`src/rtl/pfpm_pkg.sv`:
```
// ----------------------------------------------------------------------------
// pfpm_pkg
// Shared types, codes and constants of the page frame pool manager.
// ----------------------------------------------------------------------------
package pfpm_pkg;

	// Default sizing
	localparam int FRAME_SLOTS_DEF = 256;
	localparam int OWNER_BITS_DEF  = 8;

	// Fixed field widths
	localparam int FRAME_W = 8;
	localparam int OP_W    = 3;
	localparam int OWNER_W = 8;
	localparam int CFG_W   = 9;
	localparam int CNT_W   = 9;
	localparam int IN_W    = 24;
	localparam int OUT_W   = 40;

	// Frames in the pool after reset
	localparam logic [CFG_W-1:0] NUM_FRAMES_RST = 9'd256;

	// Request codes
	typedef enum logic [OP_W-1:0] {
		OP_FORMAT = 3'd0,
		OP_TAKE   = 3'd1,
		OP_RETURN = 3'd2,
		OP_ADD    = 3'd3,
		OP_POP    = 3'd4,
		OP_REMOVE = 3'd5
	} op_t;

	// Result status codes
	typedef enum logic [1:0] {
		ST_OK       = 2'd0,
		ST_EMPTY    = 2'd1,
		ST_FULL     = 2'd2,
		ST_NOTFOUND = 2'd3
	} status_t;

	// Controller states
	typedef enum logic [3:0] {
		S_IDLE,
		S_EXEC,
		S_TAKE_WAIT,
		S_POP_WAIT,
		S_SCAN_RD,
		S_SCAN_CMP,
		S_SHIFT_RD,
		S_SHIFT_WR,
		S_OUT
	} state_t;

	// Source of the pending result's frame and owner
	typedef enum logic [1:0] {
		RES_NONE,
		RES_STAT,
		RES_FREE,
		RES_VICTIM
	} res_sel_t;

	// Controller to datapath commands
	typedef struct packed {
		logic     in_load;
		logic     fs_format;
		logic     fs_pop;
		logic     fs_push;
		logic     uq_add;
		logic     uq_pop_rd;
		logic     uq_pop;
		logic     uq_dec;
		logic     scan_init;
		logic     scan_rd;
		logic     scan_next;
		logic     mark;
		logic     shift_wr;
		logic     out_load;
		res_sel_t res_sel;
		status_t  res_status;
	} dp_cmd_t;

	// Datapath to controller status
	typedef struct packed {
		logic fmt_zero;
		logic free_empty;
		logic free_full;
		logic used_empty;
		logic used_full;
		logic scan_end;
		logic match;
		logic out_free;
	} dp_stat_t;

endpackage

```
`src/rtl/pfpm_ctrl.sv`:
```
// ----------------------------------------------------------------------------
// pfpm_ctrl
// Request sequencer: takes one request at a time, steps the datapath through
// it and hands the result to the output register.
// ----------------------------------------------------------------------------
module pfpm_ctrl (
	input  logic                        clk,
	input  logic                        arst_n,
	input  logic                        in_valid,
	output logic                        in_ready,
	input  logic [pfpm_pkg::OP_W-1:0]   in_op,
	input  pfpm_pkg::dp_stat_t          stat,
	output pfpm_pkg::dp_cmd_t           cmd
);

	pfpm_pkg::state_t state_q, state_d;
	pfpm_pkg::op_t    op_q;

	// State register
	always_ff @(posedge clk or negedge arst_n) begin
		if (!arst_n) begin
			state_q <= pfpm_pkg::S_IDLE;
		end else begin
			state_q <= state_d;
		end
	end

	// Latched request code
	always_ff @(posedge clk or negedge arst_n) begin
		if (!arst_n) begin
			op_q <= pfpm_pkg::OP_FORMAT;
		end else if (cmd.in_load) begin
			op_q <= pfpm_pkg::op_t'(in_op);
		end
	end

	// Next state and commands
	always_comb begin
		state_d        = state_q;
		cmd            = '0;
		cmd.res_sel    = pfpm_pkg::RES_NONE;
		cmd.res_status = pfpm_pkg::ST_OK;
		in_ready       = 1'b0;
		unique case (state_q)
			pfpm_pkg::S_IDLE: begin
				in_ready = 1'b1;
				if (in_valid) begin
					cmd.in_load = 1'b1;
					state_d     = pfpm_pkg::S_EXEC;
				end
			end
			pfpm_pkg::S_EXEC: begin
				state_d     = pfpm_pkg::S_OUT;
				cmd.res_sel = pfpm_pkg::RES_STAT;
				unique case (op_q)
					pfpm_pkg::OP_FORMAT: begin
						if (stat.fmt_zero) begin
							cmd.res_status = pfpm_pkg::ST_EMPTY;
						end else begin
							cmd.fs_format = 1'b1;
						end
					end
					pfpm_pkg::OP_TAKE: begin
						if (stat.free_empty) begin
							cmd.res_status = pfpm_pkg::ST_EMPTY;
						end else begin
							cmd.res_sel = pfpm_pkg::RES_NONE;
							cmd.fs_pop  = 1'b1;
							state_d     = pfpm_pkg::S_TAKE_WAIT;
						end
					end
					pfpm_pkg::OP_RETURN: begin
						if (stat.free_full) begin
							cmd.res_status = pfpm_pkg::ST_FULL;
						end else begin
							cmd.fs_push = 1'b1;
						end
					end
					pfpm_pkg::OP_ADD: begin
						if (stat.used_full) begin
							cmd.res_status = pfpm_pkg::ST_FULL;
						end else begin
							cmd.uq_add = 1'b1;
						end
					end
					pfpm_pkg::OP_POP: begin
						if (stat.used_empty) begin
							cmd.res_status = pfpm_pkg::ST_EMPTY;
						end else begin
							cmd.res_sel   = pfpm_pkg::RES_NONE;
							cmd.uq_pop_rd = 1'b1;
							state_d       = pfpm_pkg::S_POP_WAIT;
						end
					end
					pfpm_pkg::OP_REMOVE: begin
						cmd.res_sel   = pfpm_pkg::RES_NONE;
						cmd.scan_init = 1'b1;
						state_d       = pfpm_pkg::S_SCAN_RD;
					end
					default: begin
						// unused codes: no change, status ok
						cmd.res_status = pfpm_pkg::ST_OK;
					end
				endcase
			end
			pfpm_pkg::S_TAKE_WAIT: begin
				cmd.res_sel = pfpm_pkg::RES_FREE;
				state_d     = pfpm_pkg::S_OUT;
			end
			pfpm_pkg::S_POP_WAIT: begin
				cmd.res_sel = pfpm_pkg::RES_VICTIM;
				cmd.uq_pop  = 1'b1;
				state_d     = pfpm_pkg::S_OUT;
			end
			// search: one read, one compare per entry
			pfpm_pkg::S_SCAN_RD: begin
				if (stat.scan_end) begin
					cmd.res_sel    = pfpm_pkg::RES_STAT;
					cmd.res_status = pfpm_pkg::ST_NOTFOUND;
					state_d        = pfpm_pkg::S_OUT;
				end else begin
					cmd.scan_rd = 1'b1;
					state_d     = pfpm_pkg::S_SCAN_CMP;
				end
			end
			pfpm_pkg::S_SCAN_CMP: begin
				cmd.scan_next = 1'b1;
				if (stat.match) begin
					cmd.mark = 1'b1;
					state_d  = pfpm_pkg::S_SHIFT_RD;
				end else begin
					state_d = pfpm_pkg::S_SCAN_RD;
				end
			end
			// compaction: move each later entry down by one place
			pfpm_pkg::S_SHIFT_RD: begin
				if (stat.scan_end) begin
					cmd.uq_dec     = 1'b1;
					cmd.res_sel    = pfpm_pkg::RES_STAT;
					cmd.res_status = pfpm_pkg::ST_OK;
					state_d        = pfpm_pkg::S_OUT;
				end else begin
					cmd.scan_rd = 1'b1;
					state_d     = pfpm_pkg::S_SHIFT_WR;
				end
			end
			pfpm_pkg::S_SHIFT_WR: begin
				cmd.shift_wr  = 1'b1;
				cmd.scan_next = 1'b1;
				state_d       = pfpm_pkg::S_SHIFT_RD;
			end
			pfpm_pkg::S_OUT: begin
				if (stat.out_free) begin
					cmd.out_load = 1'b1;
					state_d      = pfpm_pkg::S_IDLE;
				end
			end
			default: begin
				state_d = pfpm_pkg::S_IDLE;
			end
		endcase
	end

endmodule

```
`config.mk`:
```
export PLATFORM = sky130hd
export DESIGN_NAME = pfpm_ctrl
export DESIGN_NICKNAME = d
export VERILOG_FILES = /design/src/rtl/pfpm_pkg.sv /design/src/rtl/pfpm_ctrl.sv
export SDC_FILE = /design/constraint.sdc
export NUM_CORES = 1
export LEC_CHECK = 0
export BUFFER_PORTS_ARGS = -buffer_cell sky130_fd_sc_hd__buf_4
export CORE_MARGIN = 2
export CORE_UTILIZATION = 45
export DETAILED_ROUTE_END_ITERATION = 16
export PLACE_DENSITY_LB_ADDON = 0.12
export SLEW_MARGIN = 20
export SYNTH_ARGS = -nofsm -noshare
export SYNTH_HDL_FRONTEND = slang
export SYNTH_SLANG_ARGS = --single-unit
```
`constraint.sdc`:
```
create_clock -name clk -period 3.1 [get_ports clk]
set_input_delay 0.155 -clock clk [delete_from_list [all_inputs] [get_ports clk]]
set_output_delay 0.155 -clock clk [all_outputs]
set_load 0.02 [all_outputs]
```
### After elaboration in Yosys (flattened, before gate mapping)

Index checks and enable logic that the tools add are counted.

| cells by class | value |
|---|---|
| multiplexer cells | 47 |
| equal/unequal tests | 15 |
| reduce and logical (&&, ||, !) cells | 6 |

Operator list:

| operator | count |
|---|---|
| case mux 4 bit (8 select lines) | 1 |
| two-way mux 1 bit | 29 |
| two-way mux 4 bit | 6 |
| case mux 2 bit (5 select lines) | 2 |
| == test 4 x 3 -> 1 bit (second input constant) | 4 |
| case mux 4 bit (3 select lines) | 1 |
| == test 4 x 2 -> 1 bit (second input constant) | 2 |
| == test 3 x 2 -> 1 bit (second input constant) | 2 |
| == test 3 bit (second input constant) | 2 |
| two-way mux 2 bit | 3 |
| two-way mux 3 bit | 2 |
| case mux 2 bit (3 select lines) | 1 |
| OR reduction 2 bit | 3 |
| two-way mux 5 bit | 1 |
| == test 4 x 1 -> 1 bit (second input constant) | 1 |
| == test 4 bit (second input constant) | 1 |
| zero test 4 bit | 1 |
| inequality test 2 bit (second input constant) | 2 |
| == test 3 x 1 -> 1 bit (second input constant) | 1 |
| zero test 3 bit | 1 |
| case mux 1 bit (3 select lines) | 1 |
| AND reduction 2 bit | 1 |

| storage, ports and cells | value |
|---|---|
| input port bits | 14 |
| output and inout port bits | 19 |
| flip-flop bits (word level) | 7 |

### Logic depth before layout (Yosys ltp)

Gate-level depths: netlist of the first run.

| logic depth | value |
|---|---|
| depth after elaboration | 3 |
| gate-level depth with buffers | 5 |

### Least setup slack after synthesis of the first run

OpenSTA, ideal clock, no wires.

| timing | value |
|---|---|
| path type | register to output |
| from | reg state_q[3] |
| to | out cmd[16] in the netlist's numbering |
| arrival | 1.393 ns |
| buffers on the path | 0 |
| path slack | 1.552 ns |
| cell stages (with the launch flop) | 4 |
| cell sequence | dfrtp_1 nor2_2 nand3b_1 nor4_1 |

RTL lines:

| what | line | text |
|---|---|---|
| from (decl) | pfpm_ctrl.sv:16 | `pfpm_pkg::state_t state_q, state_d;` |
| from (signal assigned) | pfpm_ctrl.sv:22 | `state_q <= pfpm_pkg::S_IDLE;` |
| from (signal assigned) | pfpm_ctrl.sv:24 | `state_q <= state_d;` |
| to (decl) | pfpm_ctrl.sv:13 | `output pfpm_pkg::dp_cmd_t cmd` |

==> results of run 1 <==
==> cell type report <==
class / instances / area share [%]
Timing Repair Buffer: 33 / 28.90
Clock buffer: 4 / 3.035
Tap cell: 14 / 2.023
Sequential cell: 7 / 20.23
Multi-Input combinational cell: 55 / 44.08
Inverter: 4 / 1.734
==> worst paths after layout <==
check | from | to | slack [ns]
max reg2reg | state_q[1] | op_q[1] | 1.62
max in group asynchronous | arst_n | state_q[3] | 2.74
min | in_op[2] | op_q[2] | 0.14
min in group asynchronous | arst_n | op_q[2] | 0.25
max | state_q[0] | cmd[9] | 1.27
min reg2reg | op_q[1] | op_q[1] | 0.61
==> placed cells by master (no fill, tap or decap), types with 2 or more instances in the layout <==
cell,netlist,layout
a21oi_1,6,6
nand3b_1,2,2
mux2_4,3,3
buf_4,0,32
o22ai_1,3,3
nor2_1,4,4
nand2_1,4,4
and3_1,5,5
inv_1,4,4
clkbuf_4,0,3
o21ai_0,3,3
nand2b_1,3,3
nor3_1,3,3
a22oi_1,2,2
dfrtp_1,7,7
==> power breakdown <==
part           total [mW]  switching [mW]  internal (mW)
sequential          0.225          0.0953          0.130
combinational       0.406           0.196          0.209
clock              0.0779          0.0291         0.0488
total               0.709           0.321          0.388
==> worst max-delay path, delay by kind of cell (launching register included) <==
family	cells	cell delay [ns]
DFF	1	0.59
buffers and inverters	1	0.14
and+or+nand+nor	3	0.69
==> layer usage <==
layer / track usage (%) / vias to the layer above / wire, um
li1: - / 319 / -
met1: 25.17 / 288 / 627
met2: 35.48 / 19 / 730
met3: 5.000 / 0 / 64
met4: 7.759 / 0 / 0
met5: 0 / - / 0
==> sequential cells by signal, indices dropped and copies added (netlist names) <==
register and count:
state_q 4, op_q 3
==> through the flow <==
stage          util [%]  area, um^2  setup WS [ns]
2_1_floorplan         -       584.3          1.552
3_3_place_gp      71.75       829.5          1.592
3_5_place_dp      71.75       829.5          1.563
4_1_cts           74.89       865.8          1.281
5_1_grt           74.89       865.8          1.155
6_report          74.89       865.8          1.273
==> logic make-up (layout without fill, tap and decap cells) <==
logic type / after synthesis / in the layout / share of synthesized area [%]
AO/OA/AOI/OAI: 17 / 17 / 17.56
buffers and inverters: 7 / 41 / 4.710
flip-flops: 7 / 7 / 29.98
AND/OR/NAND/NOR: 34 / 34 / 38.33
multiplexers: 4 / 4 / 9.421
==> impl_metrics.env, run 1 <==
export IMPL_area_growth_pct=48.18
export IMPL_seq_area_um2=175.2
export IMPL_antenna_found_initial=0
export IMPL_core_area_um2=1156
export IMPL_setup_tns_ns=0
export IMPL_clk_latency_ns=0.24
export IMPL_ctsResizeCount=0
export IMPL_ys_async_sr_fraction_pct=100.0
export IMPL_clk_pin_slew_worst_paths_ns=0.05
export IMPL_ys_top_cells_by_area="dfrtp_1 (30%), mux2_4 (7.7%), and3_1 (5.4%)"
export IMPL_die_y_um=40.04
export IMPL_status="finished clean"
export IMPL_grt_usage_pct=20.86
export IMPL_vias=626
export IMPL_synth_seq_cells=7
export IMPL_period_share_pct=58.94
export IMPL_dpl_hpwl_um=1122
export IMPL_rows=12
export IMPL_netlist_cell_type_count=32
export IMPL_multiInputGateArea_um2=381.6
export IMPL_hp_class="primary input to flip-flop"
export IMPL_maxCapViolations=0
export IMPL_skew_ns=0.001112
export IMPL_ys_warn_count=0
export IMPL_grt_max_degree=15
export IMPL_n_fill_cell=95
export IMPL_fin_cells=117
export IMPL_initial_core_util_pct=50.54
export IMPL_worstHoldPathCells=2
export IMPL_slew_headroom_pct=69.96
export IMPL_crit_required_ns=2.94
export IMPL_synth_area_um2=584.3
export IMPL_synthCells=69
export IMPL_leakagePower_nw=0.4658
export IMPL_worst_setup_path_start_kind="flip-flop"
export IMPL_finalSetupViolCount=0
export IMPL_worst_ir_drop_vdd_mv=0.5233
export IMPL_synth_top_cell_by_area="dfrtp_1"
export IMPL_antenna_cells=0
export IMPL_fmax_ghz=0.5473
export IMPL_synthFlopType="dfrtp_1"
export IMPL_post_cts_repair_setup_buffers=0
export IMPL_reg2regPathDepth=3
export IMPL_drive_gt1_share_pct=41.75
export IMPL_firstDrtPassIters=4
export IMPL_clock_root_buffer="clkbuf_4"
export IMPL_viasPerCell=5.350
export IMPL_rsz0062_at_grt="false"
export IMPL_grt_pass1_vias=512
export IMPL_cp_end_kind="primary output"
export IMPL_drv_slew=0
export IMPL_worstMarginPinSlew_ns=0.4505
export IMPL_htree_levels=1
export IMPL_finalHoldWorstSlack_ns=0.1421
export IMPL_drt_initial_drc_count=10
export IMPL_gp_congestion=0.8130
export IMPL_cts_sinks=7
export IMPL_min_period_ns=1.827
export IMPL_grt_pass1_wl_um=2201
export IMPL_synth_common_cells="dfrtp_1 (7), a21oi_1 (6), and3_1 (5)"
export IMPL_cts_buffers=3
export IMPL_final_nets=118
export IMPL_drt_antenna_violating_nets=0
export IMPL_p_total_mw=0.7086
export IMPL_cp_arrival_ns=1.67
export IMPL_cts_buffer_depth=2
export IMPL_drc=0
export IMPL_yosysSeqAreaShare_pct=29.98
export IMPL_port_buffers=32
export IMPL_die_w_um=40.04
export IMPL_routed_wl_um=1422
export IMPL_path_class="flip-flop to primary output"
export IMPL_grt_overflow=0
export IMPL_syn_area_per_cell_um2=8.468
export IMPL_finalHoldViolCount=0
export IMPL_cts_tree="done"
export IMPL_critPathSlowestCell="dfrtp_1"
export IMPL_placed_cells=112
export IMPL_syn_nets=83
export IMPL_synth_top_area_share_pct=29.98
export IMPL_synth_enable_flop_cells=0
export IMPL_cp_cell_sequence="nor2b_2 > and3b_1 > and3_4 > buf_4"
export IMPL_wire_per_inst_um=12.15
export IMPL_cts_hold_buf=1
export IMPL_yosysMostFrequentCell="dfrtp_1"
export IMPL_power_density_nw_per_um2=818.5
export IMPL_cp_max_fo=14
export IMPL_io_pins=33
export IMPL_cp_slowest_stage_delay_ns=0.59
export IMPL_dieArea_um2=1603
(Power assumes the default switching activity.)
==> inputs of run 2 (changes only) <==
--- a/config.mk
+++ b/config.mk
@@ -7,7 +7,7 @@
 export LEC_CHECK = 0
 export BUFFER_PORTS_ARGS = -buffer_cell sky130_fd_sc_hd__buf_4
 export CORE_MARGIN = 2
-export CORE_UTILIZATION = 45
+export CORE_UTILIZATION = 42
 export DETAILED_ROUTE_END_ITERATION = 16
 export PLACE_DENSITY_LB_ADDON = 0.12
 export SLEW_MARGIN = 20
==> constraint.sdc (replaced) <==
create_clock -name clk -period 1.8 [get_ports clk]
set_input_delay 0.09 -clock clk [delete_from_list [all_inputs] [get_ports clk]]
set_output_delay 0.09 -clock clk [all_outputs]
set_load 0.02 [all_outputs]
==> impl_metrics.env, run 2 (synthesis results as in run 1) <==
export IMPL_fin_cells=119
export IMPL_firstDrtPassIters=4
export IMPL_grt_overflow=0
export IMPL_drc=0
export IMPL_clock_root_buffer="clkbuf_4"
export IMPL_layout_commonest_cell="buf_4"
export IMPL_path_class="flip-flop to primary output"
export IMPL_finalSetupViolCount=0
export IMPL_cp_arrival_ns=1.59
export IMPL_topRoutingLayerUsed="met4"
export IMPL_drt_antenna_violating_nets=0
export IMPL_io_pins=33
export IMPL_grt_pass1_wl_um=2166
export IMPL_switchingPower_mw=0.5761
export IMPL_worst_ir_drop_vdd_mv=0.9795
export IMPL_die_w_um=41.30
export IMPL_min_period_ns=1.677
export IMPL_vias=623
export IMPL_antenna_found_initial=0
export IMPL_top_regs="state_q: 4 flops, op_q: 3 flops"
export IMPL_cp_max_fo=8
export IMPL_maxCapViolations=0
export IMPL_fin_ws_ns=0.1226
export IMPL_p_sw_share_pct=45.59
export IMPL_met3_length_um=98
export IMPL_skew_ns=0.001085
export IMPL_drv_slew=0
export IMPL_worstMarginPinSlew_ns=0.3273
export IMPL_crit_required_ns=1.71
export IMPL_finalHoldViolCount=0
export IMPL_clkPwrFrac_pct=10.9
export IMPL_pwr_share_seq_pct=30.3
export IMPL_clk_latency_ns=0.25
export IMPL_status="finished clean"
export IMPL_p_total_mw=1.264
export IMPL_intPower_mw=0.6875
export IMPL_grt_max_degree=14
export IMPL_fmax_ghz=0.5962
export IMPL_hp_class="primary input to flip-flop"
export IMPL_htree_levels=1
export IMPL_core_area_um2=1301
export IMPL_dpl_instance_area_um2=838.3
export IMPL_pwr_share_comb_pct=58.8
export IMPL_post_place_ws_ns=0.3071
export IMPL_worst_setup_path_start_kind="flip-flop"
export IMPL_crit_start="state_q[3]"
export IMPL_cts_buffers=3
export IMPL_area_growth_pct=50.75
export IMPL_power_density_nw_per_um2=1434
export IMPL_antenna_cells=0
export IMPL_cp_end_kind="primary output"
export IMPL_setup_tns_ns=0
export IMPL_period_share_pct=93.19
export IMPL_final_nets=119
export IMPL_largest_reg_flops=4
export IMPL_post_cts_repair_setup_buffers=0
export IMPL_die_y_um=41.30
export IMPL_r2r_start="state_q[1]"
export IMPL_gp_congestion=0.7916
export IMPL_cts_sinks=7
export IMPL_port_buffers=32
export IMPL_grt_pass1_vias=511
export IMPL_clk_pin_slew_worst_paths_ns=0.05
export IMPL_design_area_um2=880.8
export IMPL_cts_buffer_depth=2
export IMPL_wire_per_inst_um=12.94
export IMPL_rsz0062_at_grt="false"
export IMPL_final_cell_mix="buf_4 (33), a21oi_1 (6), dfrtp_1 (6), and3_1 (5)"
export IMPL_dpl_hpwl_um=1252
export IMPL_initial_core_util_pct=44.90
export IMPL_viasPerCell=5.235
export IMPL_slew_headroom_pct=78.18
export IMPL_dieArea_um2=1706
export IMPL_routed_wl_um=1540
export IMPL_drive_gt1_share_pct=43.27
export IMPL_rows=13
export IMPL_largest_register="state_q"
export IMPL_cts_tree="done"
export IMPL_min_from="in_op[1]"
export IMPL_leakagePower_nw=0.4709
export IMPL_grt_usage_pct=20.56
export IMPL_placed_cells=114
export IMPL_drt_initial_drc_count=10
export IMPL_wl_met2_um=776
export IMPL_met1_length_um=640
-- run 2: cell count changes in the layout (fill, tap and decap cells not counted), sizes merged --
cell | previous run | this run
buf | 32 | 33
-- run 2: worst paths after layout --
check / endpoint / slack (ns) / cells past startpoint
max: cmd[2] / 0.12 / 4
min: op_q[1] / 0.07 / 2
max reg2reg: op_q[0] / 0.36 / 3
min reg2reg: op_q[1] / 0.58 / 1
max in group asynchronous: state_q[1] / 1.49 / 2
min in group asynchronous: state_q[0] / 0.19 / 2
-- run 2: layout make-up --
cell class	instances	area, um^2
inverters	4	15.01
repair buffers	34	257.7
fillers	120	420.4
well taps	15	18.77
multi-input cells	55	386.6
clock buffers	4	26.28
flip-flops and latches	7	176.4
-- run 2: critical path, stage by stage (launching register included) --
cell and delay (ns):
dfrtp_1 0.47, and2b_1 0.36, nand2_1 0.13, a22oi_1 0.20
buf_4 0.17
-- run 2: metal layers --
metal / GRT usage (%) / up-vias
li1: - / 320
met1: 23.83 / 276
met2: 32.42 / 23
met3: 4.255 / 4
met4: 16.94 / 0
met5: 0 / -
-- run 2: timing repair --
action / in CTS / in global routing
hold buffers: 1 / 0
gates resized for setup: 0 / 2
hold endpoints to repair: 7 / 0
endpoints found under the setup margin: 0 / 1
-- run 2: power by group through the flow --
| stage | Clock [mW] | Combinational (mW) | Sequential [mW] |
|---|---|---|---|
| after global routing | 0.155 | 0.808 | 0.400 |
| after floorplan | 0 | 0.557 | 0.306 |
| after detailed placement | 0 | 0.739 | 0.374 |
| after global placement | 0 | 0.726 | 0.369 |
| final | 0.137 | 0.743 | 0.383 |
| after CTS | 0.147 | 0.742 | 0.372 |
-- run 2: through the flow --
step	util, %	hold slack (ns)
6_report	67.69	0.07010
3_3_place_gp	64.42	-0.09688
3_5_place_dp	64.42	-0.09622
5_1_grt	67.69	0.05251
4_1_cts	67.21	0.05827
2_1_floorplan	-	-0.2056
==> inputs of run 3 (changes only) <==
--- a/config.mk
+++ b/config.mk
@@ -6,8 +6,10 @@
 export NUM_CORES = 1
 export LEC_CHECK = 0
 export BUFFER_PORTS_ARGS = -buffer_cell sky130_fd_sc_hd__buf_4
+export CELL_PAD_IN_SITES_DETAIL_PLACEMENT = 1
+export CELL_PAD_IN_SITES_GLOBAL_PLACEMENT = 2
 export CORE_MARGIN = 2
-export CORE_UTILIZATION = 42
+export CORE_UTILIZATION = 22
 export DETAILED_ROUTE_END_ITERATION = 16
 export PLACE_DENSITY_LB_ADDON = 0.12
 export SLEW_MARGIN = 20
==> impl_metrics.env, run 3 (synthesis results as in run 1) <==
export IMPL_pwr_share_comb_pct=58.8
export IMPL_period_share_pct=89.07
export IMPL_intPower_mw=0.6962
export IMPL_finalSetupViolCount=0
export IMPL_reg2reg_slack_ns=0.40
export IMPL_clk_pin_slew_worst_paths_ns=0.05
export IMPL_setup_tns_ns=0
export IMPL_seq_area_um2=178.9
export IMPL_initial_core_util_pct=23.37
export IMPL_hold_end="op_q[1]"
export IMPL_multiInputGateArea_um2=395.4
export IMPL_drt_initial_drc_count=13
export IMPL_design_area_um2=910.9
export IMPL_rsz0062_at_grt="false"
export IMPL_final_nets=119
export IMPL_grt_pass1_wl_um=3222
export IMPL_finalHoldViolCount=0
export IMPL_pwr_share_seq_pct=30.6
export IMPL_power_density_nw_per_um2=1408
export IMPL_die_y_um=55.54
export IMPL_min_period_ns=1.603
export IMPL_grt_pass1_vias=689
export IMPL_grt_max_degree=14
export IMPL_worst_ir_drop_vdd_mv=0.5873
export IMPL_firstDrtPassIters=2
export IMPL_wire_per_inst_um=13.36
export IMPL_gp_congestion=0.7234
export IMPL_clk_latency_ns=0.24
export IMPL_core_area_um2=2500
export IMPL_r2r_start="state_q[1]"
export IMPL_top_regs="state_q: 4 flops, op_q: 3 flops"
export IMPL_drive_gt1_share_pct=48.08
export IMPL_largest_reg_flops=4
export IMPL_cts_buffers=3
export IMPL_port_buffers=32
export IMPL_worst_setup_path_start_kind="flip-flop"
export IMPL_skew_ns=0.0001724
export IMPL_io_pins=33
export IMPL_cts_sinks=7
export IMPL_fmax_ghz=0.6237
export IMPL_drv_slew=0
export IMPL_drc=0
export IMPL_cp_end_kind="primary output"
export IMPL_antenna_found_initial=0
export IMPL_grt_usage_pct=12.63
export IMPL_leakagePower_nw=0.4699
export IMPL_dieArea_um2=3084
export IMPL_cts_buffer_depth=2
export IMPL_clock_root_buffer="clkbuf_4"
export IMPL_n_fill_cell=333
export IMPL_reg2regPathDepth=3
export IMPL_drt_antenna_violating_nets=0
export IMPL_cp_arrival_ns=1.51
export IMPL_hp_class="primary input to flip-flop"
export IMPL_maxCapViolations=0
export IMPL_htree_levels=1
export IMPL_vias=637
export IMPL_die_w_um=55.54
export IMPL_r2r_end="op_q[2]"
export IMPL_layout_commonest_cell="buf_4"
export IMPL_largest_register="state_q"
export IMPL_status="finished clean"
export IMPL_grt_overflow=0
export IMPL_dpl_instance_area_um2=857.1
export IMPL_rows=18
export IMPL_min_from="in_op[1]"
export IMPL_clkPwrFrac_pct=10.7
export IMPL_crit_required_ns=1.71
export IMPL_cp_max_fo=13
export IMPL_area_growth_pct=55.89
export IMPL_path_class="flip-flop to primary output"
export IMPL_final_cell_mix="buf_4 (33), a21oi_1 (6), and3_1 (5)"
export IMPL_p_sw_share_pct=45.71
export IMPL_cts_tree="done"
export IMPL_routed_wl_um=1790
export IMPL_worstHoldPathCells=2
export IMPL_slew_headroom_pct=76.35
export IMPL_switchingPower_mw=0.5862
export IMPL_dpl_hpwl_um=1503
export IMPL_worstMarginPinSlew_ns=0.3548
export IMPL_viasPerCell=4.754
export IMPL_antenna_cells=0
## run 3: changes by cell type in the layout (fill, tap and decap cells not counted)
cell,before,now
dfrtp_2,1,3
and2b_2,0,1
nor2b_2,1,2
and2b_1,1,0
nor3b_1,1,0
nor3b_2,0,1
dfrtp_1,6,4
nor2b_1,1,0
## run 3: timing repair
item,in CTS,in global routing
endpoints found under the setup margin,0,5
endpoints found under the hold margin,7,0
gates resized for setup,0,7
buffers inserted,0,0
hold buffers,1,0
## run 3: how the worst max path moves through the flow
stage | from | to | cells after the start
6_report | state_q[1] | cmd[14] | 4
5_1_grt | state_q[3] | cmd[2] | 4
4_1_cts | state_q[0] | cmd[13] | 4
3_5_place_dp | state_q[1] | op_q[2] | 3
3_3_place_gp | state_q[1] | op_q[2] | 3
2_1_floorplan | state_q[3] | cmd[16] | 3
## run 3: critical path, cell delays in order, from the launching register on
cell	delay (ns)
dfrtp_2	0.50
nor2b_2	0.21
nand4b_1	0.20
nor3_1	0.19
buf_4	0.17
## run 3: through the flow
step                setup WS [ns]  power, mW  hold WS, ns  instances  util, %
floorplan                  0.3174     0.8636      -0.2056         69        -
global placement           0.3303      1.134     -0.09572        129    34.28
detailed placement         0.3267      1.142     -0.09373        129    34.28
CTS                       0.06920      1.289      0.06317        134    35.74
global route              0.02427      1.399      0.06975        134    36.44
finish                     0.1968      1.282      0.07249        134    36.44
## run 3: power groups by stage
stage / clock [mW] / sequential [mW] / combinational, mW
final: 0.137 / 0.392 / 0.753
after global routing: 0.152 / 0.416 / 0.831
after CTS: 0.145 / 0.385 / 0.759
after detailed placement: 0 / 0.386 / 0.756
after global placement: 0 / 0.384 / 0.750
after floorplan: 0 / 0.306 / 0.557
## run 3: layout make-up
class | instances | share of cell area, %
clock buffers | 4 | 2.885
repair buffers | 34 | 28.30
inverters | 4 | 1.648
flip-flops and latches | 7 | 19.64
multi-input cells | 55 | 43.41
well taps | 30 | 4.121
## run 3: metal layers
layer / share of wire (%) / up-vias / track usage (%)
li1: - / 321 / -
met3: 4.2 / 0 / 1.405
met4: 0 / 0 / 4.181
met2: 52 / 17 / 21.09
met1: 44 / 299 / 16.86
met5: 0 / - / 0
